--- src/hw/rtl/dsd_pkg.sv ---
// shared types, constants and functions of the decimal display sequencer
`default_nettype none

package dsd_pkg;

  localparam int VALUE_W        = 14;
  localparam int CNT_W          = 3;
  localparam int POS_W          = 2;
  localparam int BRIGHT_W       = 4;
  localparam int BYTE_W         = 8;
  localparam int MAX_SENT       = 4;
  localparam int DEF_NUM_DIGITS = 4;
  localparam int MAX_VALUE      = (1 << VALUE_W) - 1;

  localparam logic [BYTE_W-1:0] CMD_DATA = 8'h40;
  localparam logic [BYTE_W-1:0] CMD_ADDR = 8'hC0;
  localparam logic [BYTE_W-1:0] CMD_DISP = 8'h80;
  localparam logic [BYTE_W-1:0] SEG_BLANK = 8'h00;

  // floor(n / 10) == (n * 52429) >> 19 for every 14-bit n
  localparam int DIV10_W = 16;
  localparam int DIV10_SH = 19;
  localparam logic [DIV10_W-1:0] DIV10_MUL = 16'd52429;

  typedef struct packed {
    logic [MAX_SENT-1:0][BYTE_W-1:0] codes;  // least significant digit at index 0
    logic [CNT_W-1:0]                count;
    logic [POS_W-1:0]                pos;
  } rec_t;

  function automatic int dec_limit(input int digits);
    int v;
    v = 1;
    for (int i = 0; i < digits; i++) begin
      v = v * 10;
    end
    return v - 1;
  endfunction

  function automatic logic [BYTE_W-1:0] seg_code(input logic [3:0] d);
    logic [BYTE_W-1:0] c;
    case (d)
      4'd0: c = 8'h3F;
      4'd1: c = 8'h06;
      4'd2: c = 8'h5B;
      4'd3: c = 8'h4F;
      4'd4: c = 8'h66;
      4'd5: c = 8'h6D;
      4'd6: c = 8'h7D;
      4'd7: c = 8'h07;
      4'd8: c = 8'h7F;
      4'd9: c = 8'h6F;
      default: c = SEG_BLANK;
    endcase
    return c;
  endfunction

endpackage

`default_nettype wire

--- src/hw/rtl/dsd_if.sv ---
// request and byte channel interfaces of the decimal display sequencer
`default_nettype none

interface dsd_in_if;
  import dsd_pkg::*;
  logic               valid;
  logic               ready;
  logic [VALUE_W-1:0] value;
  logic               show_leading_zeros;
  logic [CNT_W-1:0]   digit_count;
  logic [POS_W-1:0]   start_position;

  modport source (output valid, value, show_leading_zeros, digit_count, start_position,
                  input ready);
  modport sink (input valid, value, show_leading_zeros, digit_count, start_position,
                output ready);
endinterface

interface dsd_out_if;
  import dsd_pkg::*;
  logic              valid;
  logic              ready;
  logic [BYTE_W-1:0] bus_byte;
  logic              start_before;
  logic              stop_after;
  logic              last_of_run;

  modport source (output valid, bus_byte, start_before, stop_after, last_of_run,
                  input ready);
  modport sink (input valid, bus_byte, start_before, stop_after, last_of_run,
                output ready);
endinterface

`default_nettype wire

--- src/hw/rtl/dsd_front.sv ---
// front end: saturates the request and splits it into segment codes, one digit a stage
`default_nettype none

module dsd_front import dsd_pkg::*; #(
  parameter int NUM_DIGITS = DEF_NUM_DIGITS
) (
  input  logic   clk,
  input  logic   rst,
  dsd_in_if.sink in_ch,
  output logic   push_valid,
  input  logic   push_ready,
  output rec_t   push_rec
);

  localparam int SENT = (NUM_DIGITS < MAX_SENT) ? NUM_DIGITS : MAX_SENT;
  localparam int LIMIT = dec_limit(NUM_DIGITS);
  localparam int SAT = (LIMIT > MAX_VALUE) ? MAX_VALUE : LIMIT;
  localparam logic [VALUE_W-1:0] SAT_V = VALUE_W'(SAT);
  localparam logic [CNT_W-1:0] SENT_C = CNT_W'(SENT);
  localparam int PROD_W = VALUE_W + DIV10_W;

  logic               st_v   [0:SENT];
  logic [VALUE_W-1:0] st_n   [0:SENT];
  logic               st_z   [0:SENT];
  rec_t               st_rec [0:SENT];
  logic               adv;

  assign adv         = !st_v[SENT] || push_ready;
  assign in_ch.ready = adv;
  assign push_valid  = st_v[SENT];
  assign push_rec    = st_rec[SENT];

  // entry stage: clamp value and digit count
  always_ff @(posedge clk) begin
    if (rst) begin
      st_v[0] <= 1'b0;
    end else if (adv) begin
      st_v[0] <= in_ch.valid;
    end
  end

  always_ff @(posedge clk) begin
    if (adv) begin
      st_n[0]            <= (in_ch.value > SAT_V) ? SAT_V : in_ch.value;
      st_z[0]            <= in_ch.show_leading_zeros;
      st_rec[0].codes    <= '0;
      st_rec[0].count    <= (in_ch.digit_count > SENT_C) ? SENT_C : in_ch.digit_count;
      st_rec[0].pos      <= in_ch.start_position;
    end
  end

  for (genvar s = 1; s <= SENT; s++) begin : g_stage
    localparam bit FIRST = (s == 1);
    logic [PROD_W-1:0]  prod;
    logic [VALUE_W-1:0] quo;
    logic [VALUE_W-1:0] rem;
    logic               blank;
    logic [BYTE_W-1:0]  code;
    rec_t               rec_next;

    assign prod  = PROD_W'(st_n[s-1]) * PROD_W'(DIV10_MUL);
    assign quo   = VALUE_W'(prod >> DIV10_SH);
    assign rem   = st_n[s-1] - (quo << 3) - (quo << 1);
    // a digit is a leading zero when it and everything above it is zero
    assign blank = !st_z[s-1] && !FIRST && (st_n[s-1] == '0);
    assign code  = blank ? SEG_BLANK : seg_code(rem[3:0]);

    always_comb begin
      rec_next            = st_rec[s-1];
      rec_next.codes[s-1] = code;
    end

    always_ff @(posedge clk) begin
      if (rst) begin
        st_v[s] <= 1'b0;
      end else if (adv) begin
        st_v[s] <= st_v[s-1];
      end
    end

    always_ff @(posedge clk) begin
      if (adv) begin
        st_n[s]   <= quo;
        st_z[s]   <= st_z[s-1];
        st_rec[s] <= rec_next;
      end
    end
  end

endmodule

`default_nettype wire

--- src/hw/rtl/dsd_queue.sv ---
// two-entry queue between the digit front end and the byte sequencer
`default_nettype none

module dsd_queue import dsd_pkg::*; (
  input  logic clk,
  input  logic rst,
  input  logic push_valid,
  output logic push_ready,
  input  rec_t push_rec,
  output logic head_valid,
  output rec_t head_rec,
  input  logic pop
);

  rec_t       mem [0:1];
  logic       wr_ptr;
  logic       rd_ptr;
  logic [1:0] fill;
  logic       do_push;
  logic       do_pop;

  assign push_ready = (fill != 2'd2);
  assign head_valid = (fill != 2'd0);
  assign head_rec   = mem[rd_ptr];
  assign do_push    = push_valid && push_ready;
  assign do_pop     = pop && head_valid;

  always_ff @(posedge clk) begin
    if (rst) begin
      wr_ptr <= 1'b0;
      rd_ptr <= 1'b0;
      fill   <= 2'd0;
    end else begin
      if (do_push) begin
        wr_ptr <= !wr_ptr;
      end
      if (do_pop) begin
        rd_ptr <= !rd_ptr;
      end
      if (do_push && !do_pop) begin
        fill <= fill + 2'd1;
      end else if (do_pop && !do_push) begin
        fill <= fill - 2'd1;
      end
    end
  end

  always_ff @(posedge clk) begin
    if (do_push) begin
      mem[wr_ptr] <= push_rec;
    end
  end

endmodule

`default_nettype wire

--- src/hw/rtl/dsd_back.sv ---
// back end: walks one request through its command and segment bytes
`default_nettype none

module dsd_back import dsd_pkg::*; (
  input  logic                clk,
  input  logic                rst,
  input  logic                head_valid,
  input  rec_t                head_rec,
  output logic                pop,
  input  logic                wr_en,
  input  logic [BRIGHT_W-1:0] wr_data,
  dsd_out_if.source           out_ch
);

  logic [BRIGHT_W-1:0] brightness;
  logic [CNT_W-1:0]    step;
  logic [CNT_W-1:0]    last_step;
  logic [1:0]          dig_idx;
  logic                load;
  logic [BYTE_W-1:0]   byte_next;
  logic                start_next;
  logic                stop_next;
  logic                last_next;

  logic                valid;
  logic [BYTE_W-1:0]   bus_byte;
  logic                start_before;
  logic                stop_after;
  logic                last_of_run;

  assign last_step = head_rec.count + CNT_W'(2);
  assign dig_idx   = 2'(head_rec.count + CNT_W'(1) - step);
  assign load      = head_valid && (!valid || out_ch.ready);
  assign pop       = load && (step == last_step);

  always_comb begin
    last_next  = (step == last_step);
    start_next = (step == '0) || (step == CNT_W'(1)) || last_next;
    stop_next  = (step == '0) || (step == head_rec.count + CNT_W'(1)) || last_next;
    if (step == '0) begin
      byte_next = CMD_DATA;
    end else if (step == CNT_W'(1)) begin
      byte_next = CMD_ADDR + BYTE_W'(head_rec.pos);
    end else if (last_next) begin
      byte_next = CMD_DISP + BYTE_W'(brightness);
    end else begin
      byte_next = head_rec.codes[dig_idx];
    end
  end

  always_ff @(posedge clk) begin
    if (rst) begin
      brightness <= '0;
    end else if (wr_en) begin
      brightness <= wr_data;
    end
  end

  always_ff @(posedge clk) begin
    if (rst) begin
      step  <= '0;
      valid <= 1'b0;
    end else begin
      if (load) begin
        valid <= 1'b1;
        step  <= last_next ? '0 : step + CNT_W'(1);
      end else if (out_ch.ready) begin
        valid <= 1'b0;
      end
    end
  end

  always_ff @(posedge clk) begin
    if (load) begin
      bus_byte     <= byte_next;
      start_before <= start_next;
      stop_after   <= stop_next;
      last_of_run  <= last_next;
    end
  end

  assign out_ch.valid        = valid;
  assign out_ch.bus_byte     = bus_byte;
  assign out_ch.start_before = start_before;
  assign out_ch.stop_after   = stop_after;
  assign out_ch.last_of_run  = last_of_run;

endmodule

`default_nettype wire

--- src/hw/rtl/decimal_seven_segment_display.sv ---
// top level of the decimal seven-segment display command sequencer
//
//   channel   dir  handshake         payload
//   in_ch     in   valid / ready     value, show_leading_zeros, digit_count, start_position
//   out_ch    out  valid / ready     bus_byte, start_before, stop_after, last_of_run
//   wr_en     in   write enable      wr_data (brightness level)
//
// one byte leaves per cycle while out_ch is ready, 3 + digit_count bytes per request,
// digit_count clamped to min(NUM_DIGITS, 4); a request holds the byte sequencer until
// its last byte; the digit pipeline takes a request every cycle unless the queue is full
// rst is synchronous and clears all valid flags and the brightness register
// a stall on out_ch backs up through the two-entry queue into the front end
`default_nettype none

module decimal_seven_segment_display import dsd_pkg::*; #(
  parameter int NUM_DIGITS = DEF_NUM_DIGITS
) (
  input  logic                clk,
  input  logic                rst,
  dsd_in_if.sink              in_ch,
  dsd_out_if.source           out_ch,
  input  logic                wr_en,
  input  logic [BRIGHT_W-1:0] wr_data
);

  logic push_valid;
  logic push_ready;
  rec_t push_rec;
  logic head_valid;
  rec_t head_rec;
  logic pop;

  dsd_front #(
    .NUM_DIGITS (NUM_DIGITS)
  ) u_front (
    .clk        (clk),
    .rst        (rst),
    .in_ch      (in_ch),
    .push_valid (push_valid),
    .push_ready (push_ready),
    .push_rec   (push_rec)
  );

  dsd_queue u_queue (
    .clk        (clk),
    .rst        (rst),
    .push_valid (push_valid),
    .push_ready (push_ready),
    .push_rec   (push_rec),
    .head_valid (head_valid),
    .head_rec   (head_rec),
    .pop        (pop)
  );

  dsd_back u_back (
    .clk        (clk),
    .rst        (rst),
    .head_valid (head_valid),
    .head_rec   (head_rec),
    .pop        (pop),
    .wr_en      (wr_en),
    .wr_data    (wr_data),
    .out_ch     (out_ch)
  );

endmodule

`default_nettype wire

--- src/flat_wrapper.sv ---
// flat-port wrapper written by rule: the top's interface ports become plain ports
module decimal_seven_segment_display_flat import dsd_pkg::*;
#(
  parameter int NUM_DIGITS = DEF_NUM_DIGITS
)
  (clk, rst, wr_en, wr_data, in_ch_valid, in_ch_value, in_ch_show_leading_zeros, in_ch_digit_count, in_ch_start_position, in_ch_ready, out_ch_valid, out_ch_bus_byte, out_ch_start_before, out_ch_stop_after, out_ch_last_of_run, out_ch_ready);
  dsd_in_if in_ch_i ();
  dsd_out_if out_ch_i ();
  input  logic clk;
  input  logic rst;
  input  logic wr_en;
  input  logic [BRIGHT_W-1:0] wr_data;
  input wire logic [$bits(in_ch_i.valid)-1:0] in_ch_valid;
  input wire logic [$bits(in_ch_i.value)-1:0] in_ch_value;
  input wire logic [$bits(in_ch_i.show_leading_zeros)-1:0] in_ch_show_leading_zeros;
  input wire logic [$bits(in_ch_i.digit_count)-1:0] in_ch_digit_count;
  input wire logic [$bits(in_ch_i.start_position)-1:0] in_ch_start_position;
  output wire logic [$bits(in_ch_i.ready)-1:0] in_ch_ready;
  output wire logic [$bits(out_ch_i.valid)-1:0] out_ch_valid;
  output wire logic [$bits(out_ch_i.bus_byte)-1:0] out_ch_bus_byte;
  output wire logic [$bits(out_ch_i.start_before)-1:0] out_ch_start_before;
  output wire logic [$bits(out_ch_i.stop_after)-1:0] out_ch_stop_after;
  output wire logic [$bits(out_ch_i.last_of_run)-1:0] out_ch_last_of_run;
  input wire logic [$bits(out_ch_i.ready)-1:0] out_ch_ready;
  assign in_ch_i.valid = in_ch_valid;
  assign in_ch_i.value = in_ch_value;
  assign in_ch_i.show_leading_zeros = in_ch_show_leading_zeros;
  assign in_ch_i.digit_count = in_ch_digit_count;
  assign in_ch_i.start_position = in_ch_start_position;
  assign in_ch_ready = in_ch_i.ready;
  assign out_ch_valid = out_ch_i.valid;
  assign out_ch_bus_byte = out_ch_i.bus_byte;
  assign out_ch_start_before = out_ch_i.start_before;
  assign out_ch_stop_after = out_ch_i.stop_after;
  assign out_ch_last_of_run = out_ch_i.last_of_run;
  assign out_ch_i.ready = out_ch_ready;
  decimal_seven_segment_display #(.NUM_DIGITS(NUM_DIGITS)) u_core (.clk(clk), .rst(rst), .in_ch(in_ch_i), .out_ch(out_ch_i), .wr_en(wr_en), .wr_data(wr_data));
endmodule
--- config.mk ---
export PLATFORM = sky130hd
export DESIGN_NAME = decimal_seven_segment_display_flat
export DESIGN_NICKNAME = d
export VERILOG_FILES = /design/src/hw/rtl/dsd_pkg.sv /design/src/hw/rtl/dsd_if.sv /design/src/hw/rtl/dsd_front.sv /design/src/hw/rtl/dsd_queue.sv /design/src/hw/rtl/dsd_back.sv /design/src/hw/rtl/decimal_seven_segment_display.sv /design/src/flat_wrapper.sv
export SDC_FILE = /design/constraint.sdc
export NUM_CORES = 1
export LEC_CHECK = 0
export BUFFER_PORTS_ARGS = -buffer_cell sky130_fd_sc_hd__clkbuf_2
export CORE_MARGIN = 4
export CORE_UTILIZATION = 60
export DETAILED_ROUTE_END_ITERATION = 10
export PLACE_DENSITY = 0.77
export SLEW_MARGIN = 30
export SYNTH_ARGS = -nofsm -noshare
export SYNTH_HDL_FRONTEND = slang
export SYNTH_SLANG_ARGS = --single-unit
export TNS_END_PERCENT = 1
--- constraint.sdc ---
create_clock -name clk -period 14 [get_ports clk]
set_input_delay 1.4 -clock clk [delete_from_list [all_inputs] [get_ports clk]]
set_output_delay 1.4 -clock clk [all_outputs]
set_load 0.02 [all_outputs]
After elaboration in Yosys (flattened, before gate mapping)

Memories as Yosys holds them, arrays and structs flattened. A register that Yosys moved wholly into a read port is not among the register bits.
Index checks and enable logic that the tools add are counted.

Logic and storage cells: 111
ROM bits: 448
Latch bits: 0
Memories: 9
Output and inout bits: 13
Bits in registers: 23
RAM bits: 339
Input port bits: 29

Mux-type cells: 29
Equality and inequality tests: 4
Add/sub/neg operators: 16
Reductions and logical operators: 31
Shifts and indexed selects: 0
Bitwise operators: 5
Div/mod/pow operators: 0
Magnitude comparators: 3
Multipliers: 4

Memory list:

| name                  | depth | width | rd ports | clocked after Yosys merged registers in | write ports | RTL line        | text |
|---|---|---|---|---|---|---|---|
| u_core.u_front.st_rec | 5     | 37    | 5        | 0                                       | 5           | dsd_front.sv:25 | `rec_t st_rec [0:SENT];` |
| (no name shown)       | 16    | 7     | 1        | 0                                       | 0           | dsd_pkg.sv:42   | `case (d)` |
| (no name shown)       | 16    | 7     | 1        | 0                                       | 0           | dsd_pkg.sv:42   |  |
| (no name shown)       | 16    | 7     | 1        | 0                                       | 0           | dsd_pkg.sv:42   |  |
| (no name shown)       | 16    | 7     | 1        | 0                                       | 0           | dsd_pkg.sv:42   |  |
| u_core.u_queue.mem    | 2     | 37    | 1        | 1                                       | 1           | dsd_queue.sv:15 | `rec_t mem [0:1];` |
| +3 memories           | n/a   | n/a   | n/a      | n/a                                     | n/a         | n/a             |  |

Operators with widths:

| cell                     | count |
|---|---|
| $mul A14 B16 Y30 const B | 4 |
| $mux W8                  | 6 |
| $logic_not A14 Y1        | 3 |
| $sub A4 B4 Y4            | 8 |
| $mux W1                  | 17 |
| $bmux W8 S2              | 1 |
| $gt A14 B14 Y1 const B   | 1 |
| $mux W14                 | 1 |
| $logic_and A1 B1 Y1      | 9 |
| $logic_not A1 Y1         | 9 |
| $add A7 B3 Y8 const A    | 1 |
| $add A8 B4 Y8 const A    | 1 |
| $add A3 B1 Y3 const B    | 2 |
| $eq A3 B3 Y1             | 2 |
| $logic_or A1 B1 Y1       | 6 |
| $mux W3                  | 2 |
| $reduce_bool A2 Y1       | 3 |
| $or A1 B1 Y1             | 5 |
| $mux W2                  | 2 |
| $add A3 B2 Y3 const B    | 1 |
| $eq A3 B1 Y1 const B     | 1 |
| $gt A3 B3 Y1 const B     | 1 |
| $logic_not A3 Y1         | 1 |
| $lt A2 B3 Y1 const B     | 1 |
| other kinds (4)          | 4 |

Depth between registers and ports, before layout

Gate-level depths: netlist (run 1).

Word-level depth: 8
Mapped depth: 27
Gate-level depth less buffers: 27

Hierarchy

From an unflattened synthesis (run 1), not the netlist that was laid out.

Cells, all modules: 1699
Area total of the unflattened synthesis: 20205.6 µm²

Modules (own cells, without submodules):

| module    | instances | seq. area each (µm²) | area an instance (µm²) | cells each |
|---|---|---|---|---|
| dsd_front | 1         | 4444.3               | 15984.1                | 1418 |
| dsd_queue | 1         | 2322.2               | 2889.0                 | 139 |
| dsd_back  | 1         | 490.5                | 1332.5                 | 142 |

Worst setup path before layout (run 1)

Ideal clock, no wire load.

Path type: register to register
From: memory u_core.u_front.st_n[3][3], in the netlist u_core.u_front.st_n[0][45]
To: memory u_core.u_front.st_rec[0][182] (netlist name) (data pin)
Stages on the path, launching flop included: 28
Buffers on the path: 0
Required time: 13746 ps
Arrival: 6027 ps
Path slack: 7719 ps
Library setup time: 254 ps
Period minus slack after synthesis: 6281 ps
Cell sequence: edfxtp_1 -> inv_1 -> ha_1 -> inv_1 -> ha_1 -> fa_1 -> fa_1 -> inv_1 -> fa_1 -> fa_1 -> inv_1 -> ha_1 -> a21o_1 -> a21oi_1 -> o21ai_0 -> a2111oi_2 -> nor2_1 -> a21oi_1 -> ha_1 -> xnor2_1 -> xnor2_1 -> xnor2_1 -> and3_1 -> mux2_2 -> nor3_1 -> nor3_2 -> o21a_1 -> o21a_1

RTL lines:

| element         | RTL line        | text |
|---|---|---|
| start, declared | dsd_front.sv:23 | `logic [VALUE_W-1:0] st_n [0:SENT];` |
| end, declared   | dsd_front.sv:25 |  |

==> results of run 1 <==
-- flip-flops by register name, summed over array words and instances (netlist names), 2 cells and up, named ones only --
register                       cells
u_core.u_queue.mem                66
u_core.u_back.out_ch.bus_byte      8
u_core.u_front.st_n               44
u_core.u_front.st_v                5
u_core.u_queue.fill                2
u_core.u_back.brightness           4
u_core.u_front.st_rec             95
u_core.u_back.step                 3
u_core.u_front.st_z                4
-- cells in the mapped netlist, types with 13 or more instances --
| library cell | number | area [sq um] |
|---|---|---|
| fa_1 | 147 | 2940 |
| o21ai_0 | 23 | 115 |
| nor2_1 | 59 | 221 |
| nand3_1 | 18 | 90.1 |
| xnor2_1 | 38 | 333 |
| xor2_1 | 23 | 201 |
| inv_1 | 302 | 1130 |
| nand2_1 | 38 | 143 |
| mux2i_1 | 22 | 220 |
| nand2b_1 | 15 | 93.8 |
| and2_1 | 20 | 125 |
| a21o_1 | 21 | 158 |
| dfxtp_1 | 13 | 260 |
| a21oi_1 | 57 | 285 |
| ha_1 | 372 | 4650 |
| edfxtp_1 | 225 | 6760 |
| mux4_2 | 14 | 315 |
-- cell usage in the layout, fill, tap and decap left out, types with 22 or more instances in the layout --
cell type	count
a21oi_1	57
clkbuf_16	25
clkbuf_2	41
edfxtp_1	225
fa_1	147
ha_1	372
inv_1	302
mux2i_1	22
nand2_1	38
nor2_1	57
o21ai_0	23
xnor2_1	38
xor2_1	23
-- area by class of cell --
cell class / instances / share of cell area
clock inverters: 19 / 0.0106
clock buffers: 27 / 0.0305
multi-input cells: 1008 / 0.531
well taps: 402 / 0.0242
flip-flops and latches: 238 / 0.338
inverters: 302 / 0.0545
repair buffers: 46 / 0.0119
-- layer usage --
metal  up-vias  wire length (microns)  track usage
met4         0                    635       0.0418
li1       5499                      -            -
met1      5475                  14700        0.253
met2       148                  16800        0.348
met3        53                    864       0.0224
met5         -                      0            0
-- metrics by stage --
step | instance area (sq um) | util | instances
2_1_floorplan | 19200 | - | 1559
3_3_place_gp | 19900 | 0.631 | 1996
3_5_place_dp | 19900 | 0.631 | 1996
4_1_cts | 20800 | 0.659 | 2042
5_1_grt | 20800 | 0.659 | 2042
6_report | 20800 | 0.659 | 2042
-- critical path, cell delays in order (launching register included) --
cell	delay [ns]
edfxtp_1	0.43
inv_1	0.14
ha_1	0.24
inv_1	0.06
ha_1	0.21
fa_1	0.45
fa_1	0.49
inv_1	0.05
fa_1	0.48
fa_1	0.50
inv_1	0.05
ha_1	0.30
a21o_1	0.18
a21oi_1	0.13
o21ai_0	0.23
a2111oi_2	0.50
nor2_1	0.10
a21oi_1	0.14
ha_1	0.18
xnor2_1	0.14
xnor2_1	0.16
xnor2_1	0.12
and3_1	0.21
mux2_2	0.28
nor3_1	0.29
nor3_2	0.11
o21a_1	0.19
o21a_1	0.15
-- kinds of logic (layout without fill, tap and decap cells) --
group / count (synthesis) / count (layout) / synth area share
AOI/OAI and AO/OA: 169 / 169 / 0.0593
xor gates and xnor gates: 64 / 64 / 0.0307
adders and majority gates: 519 / 519 / 0.395
buffers and inverters: 313 / 394 / 0.0611
DFF: 238 / 238 / 0.365
muxes: 41 / 41 / 0.0308
and+or+nand+nor: 215 / 215 / 0.0575
-- worst paths after layout --
| check | from | to | cells after the start |
|---|---|---|---|
| max | u_core.u_front.st_n[0][45]$_DFFE_PN_ | u_core.u_front.st_rec[0][182]$_SDFFCE_PP0N_ | 27 |
| min | u_core.u_front.st_rec[0][89]$_SDFFCE_PP0N_ | u_core.u_front.st_rec[0][126]$_DFFE_PN_ | 0 |
| max reg2reg | u_core.u_front.st_n[0][45]$_DFFE_PN_ | u_core.u_front.st_rec[0][182]$_SDFFCE_PP0N_ | 27 |
| min reg2reg | u_core.u_front.st_rec[0][89]$_SDFFCE_PP0N_ | u_core.u_front.st_rec[0][126]$_DFFE_PN_ | 0 |
==> results.cfg, run 1 <==
[clock_network]
cts_tree = yes
cts_buffer_depth = 3
cts_sinks = 238
post_cts_resized = 0
cts_hold_buffers = 0
root_buffer = clkbuf_16
cts_setup_buffers = 0
numCtsBuffers = 25
h-tree-depth = 1
clk_pin_slew_worst_paths_ns = 0.06
worstSkewPairLatency_ns = 0.54

[critical_path]
rrSetupSlack_ns = 7.26
cp.arrival_ns = 7.03
required_ns = 14.29
cp_max_fo = 4
startpoint_type = flip-flop
endpoint_kind = flip-flop
worstSetupPathType = flip-flop to flip-flop

[die]
start_util = 0.609
die_w_microns = 187
dieArea_sq_um = 35000
fp.dieH_microns = 187
num_io_pins = 42
row_count = 65
coreArea_sq_um = 31600

[final_layout]
layout-drive-gt1-share = 0.0811
antenna_cells = 0
area_growth_pct = 8.18
fillers = 2357
multiInputGateArea_sq_um = 11000
nets = 2169
regArea_sq_um = 7020

[yosys]
synth_ff_type = edfxtp_1
synth-async-reset-ratio = 0
ys_ff_latch = 238
synth_edf_count = 225
syn_inst = 1559
synth-seq-area-share = 0.365
avgSynthCellArea_sq_um = 12.3
synth_cell_type_count = 69
netlist_area_sq_um = 19200
syn_nets = 2107
yosys_warnings = 0

[timing]
tightest_slew_ns = 0.926
slew_headroom = 0.381
finalSetupTns_ns = 0
setup_viol = 0
worst_slack_ns = 7.26
fmax_ghz = 0.148
fin_skew_ns = 0.0194
hold_violations = 0
rsz0062_at_grt = false
whs_ns = 0.413
finalCritPeriodShare = 0.482
fin_crit_ns = 6.74
drv_slew = 0

[job]
maxCapViolations = 0

[grt]
grt_pass1_vias = 12000
grt_first_pass_wirelength_microns = 56400
gr-total-overflow = 0
grt_max_degree = 76
antenna_found_initial = 0
grt.total_usage = 0.193

[placed_design]
numPortBuffers = 41
hpwl_microns = 26400
gp_congestion = 0.881
dp_slack_ns = 7.25

[drt]
wl_per_cell_microns = 16.2
drt_iter0_markers = 644
post-route-drc-count = 0
antenna_left = 0
wirelength_microns = 33000
dr.pass1.iters = 7
via_per_inst = 5.47
routed-via-count = 11200

[status]
status = completed

[hold_path]
hold_class = flip-flop to flip-flop
Power of run 1 is left out: the tool's default activity adds up to more than one toggle a clock period on the data nets, which glitch-free logic cannot reach.
==> inputs of run 2 (changes only) <==
Settings changed: CORE_UTILIZATION 60 to 58, PLACE_DENSITY 0.77 to 0.78.
Clock period 14 ns to 6.16 ns, I/O delays scaled along.
==> run 2 against run 1 <==
Net effect:
- the flow now finishes with violations (negative setup slack)
- maximum frequency grew 8.0%
- non-clock buffer count grew 85
- highest routed layer unchanged
- hold slack worse by 0.15 ns
- register-to-register slack worse by 7.3 ns
- largest cell class unchanged
==> results.cfg, run 2 (same netlist as run 1, synthesis figures left out) <==
[status]
status = complete, but fails checks
violations = negative setup slack

[critical_path]
required_ns = 6.43
crit_buf_inv = 4
startpoint_type = flip-flop
crit_slowest_cell = fa_1
worstSetupPathType = flip-flop to flip-flop
slowest_delay_ns = 0.53
setup.worst_path.start = u_core.u_front.st_n[0][48]$_DFFE_PN_
cp.arrival_ns = 6.51
endpoint_kind = flip-flop
path_delay_family = adder cells
cp_max_fo = 8
r2r-start = u_core.u_front.st_n[0][48]$_DFFE_PN_

[final_layout]
stdcell_count = 2167
layout-drive-gt1-share = 0.166
nets = 2254
largestRegisters = u_core.u_front.st_rec x95, u_core.u_queue.mem x66, u_core.u_front.st_n x44
layout_commonest_cell = ha_1
final_cell_mix = ha_1 (350), inv_1 (291), edfxtp_1 (225)
antenna_cells = 0
largest_reg_flops = 95
area_growth_pct = 14.3
top_register = u_core.u_front.st_rec

[die]
row_count = 66
num_io_pins = 42
fp.dieH_microns = 190
dieArea_sq_um = 36100
start_util = 0.589
coreArea_sq_um = 32600
die_w_microns = 190

[placed_design]
hpwl_microns = 27100
numPortBuffers = 41
dp_slack_ns = -0.266
place_inst = 2103
gp_congestion = 0.903

[drt]
wirelength_microns = 34500
antenna_left = 0
post-route-drc-count = 0
drt_iter0_markers = 524
dr.pass1.iters = 5
routed-via-count = 11500
via_per_inst = 5.31
wl_per_cell_microns = 15.9

[timing]
drv_slew = 0
worst_slack_ns = -0.0836
finalCritPeriodShare = 1.01
tightest_slew_ns = 0.891
hold_violations = 0
fin_skew_ns = 0.00906
setup_viol = 6
slew_headroom = 0.404
fin_crit_ns = 6.24
rsz0062_at_grt = true
fmax_ghz = 0.160

[clock_network]
h-tree-depth = 1
numCtsBuffers = 25
cts_buffer_depth = 3
cts_hold_buffers = 0
cts_sinks = 238
clk_pin_slew_worst_paths_ns = 0.07
worstSkewPairLatency_ns = 0.54
root_buffer = clkbuf_16
cts_tree = yes

[hold_path]
hold_class = input pin to flip-flop
worstHoldStart = in_ch_start_position[0]

[grt]
grt_pass1_vias = 12600
antenna_found_initial = 0
gr-total-overflow = 0
grt_max_degree = 84
grt_first_pass_wirelength_microns = 58700
grt.total_usage = 0.196

[job]
maxCapViolations = 0
run 2: path summary, 6_finish.rpt:
check / end / slack [ns] / cells past startpoint
max reg2reg: u_core.u_front.st_rec[0][179]$_SDFFCE_PP0N_ / -0.08 / 26
max: u_core.u_front.st_rec[0][179]$_SDFFCE_PP0N_ / -0.08 / 26
min: u_core.u_front.st_rec[0][0]$_DFFE_PN_ / 0.26 / 1
min reg2reg: u_core.u_front.st_rec[0][116]$_DFFE_PN_ / 0.42 / 0
run 2: per-stage QoR:
step | utilization | hold slack (ns) | setup TNS [ns] | area [sq um]
after floorplan | - | 0.400 | 0 | 19200
after global placement | 0.628 | 0.400 | -0.387 | 20500
after detailed placement | 0.628 | 0.405 | -3.47 | 20500
after CTS | 0.666 | 0.230 | -0.349 | 21700
after global routing | 0.673 | 0.237 | -5.97 | 22000
final | 0.673 | 0.259 | -0.284 | 22000
run 2: per-layer routing:
metal  up-vias  wire length [microns]  share of wire  GRT usage
li1       5653                      -              -          -
met1      5590                  15100           0.44      0.258
met2       182                  17500           0.51      0.349
met3        72                   1110          0.032     0.0240
met4         0                    801          0.023     0.0473
met5         -                      0              0          0
run 2: layout make-up:
class / instances / area [sq um]
clock buffer: 26 / 629
clock inverter: 20 / 190
fill: 2302 / 10700
inverter: 302 / 1130
multi-input combinational: 1008 / 11500
sequential: 238 / 7020
tap: 442 / 553
timing repair buffer: 131 / 907
run 2: what timing repair did:
action | 4_1_cts | 5_1_grt
buffers inserted | 15 | 4
resized for setup | 62 | 40
endpoints found under the setup margin | 28 | 28
pin swaps | 57 | 38
Power of run 2 is left out for the same reason.
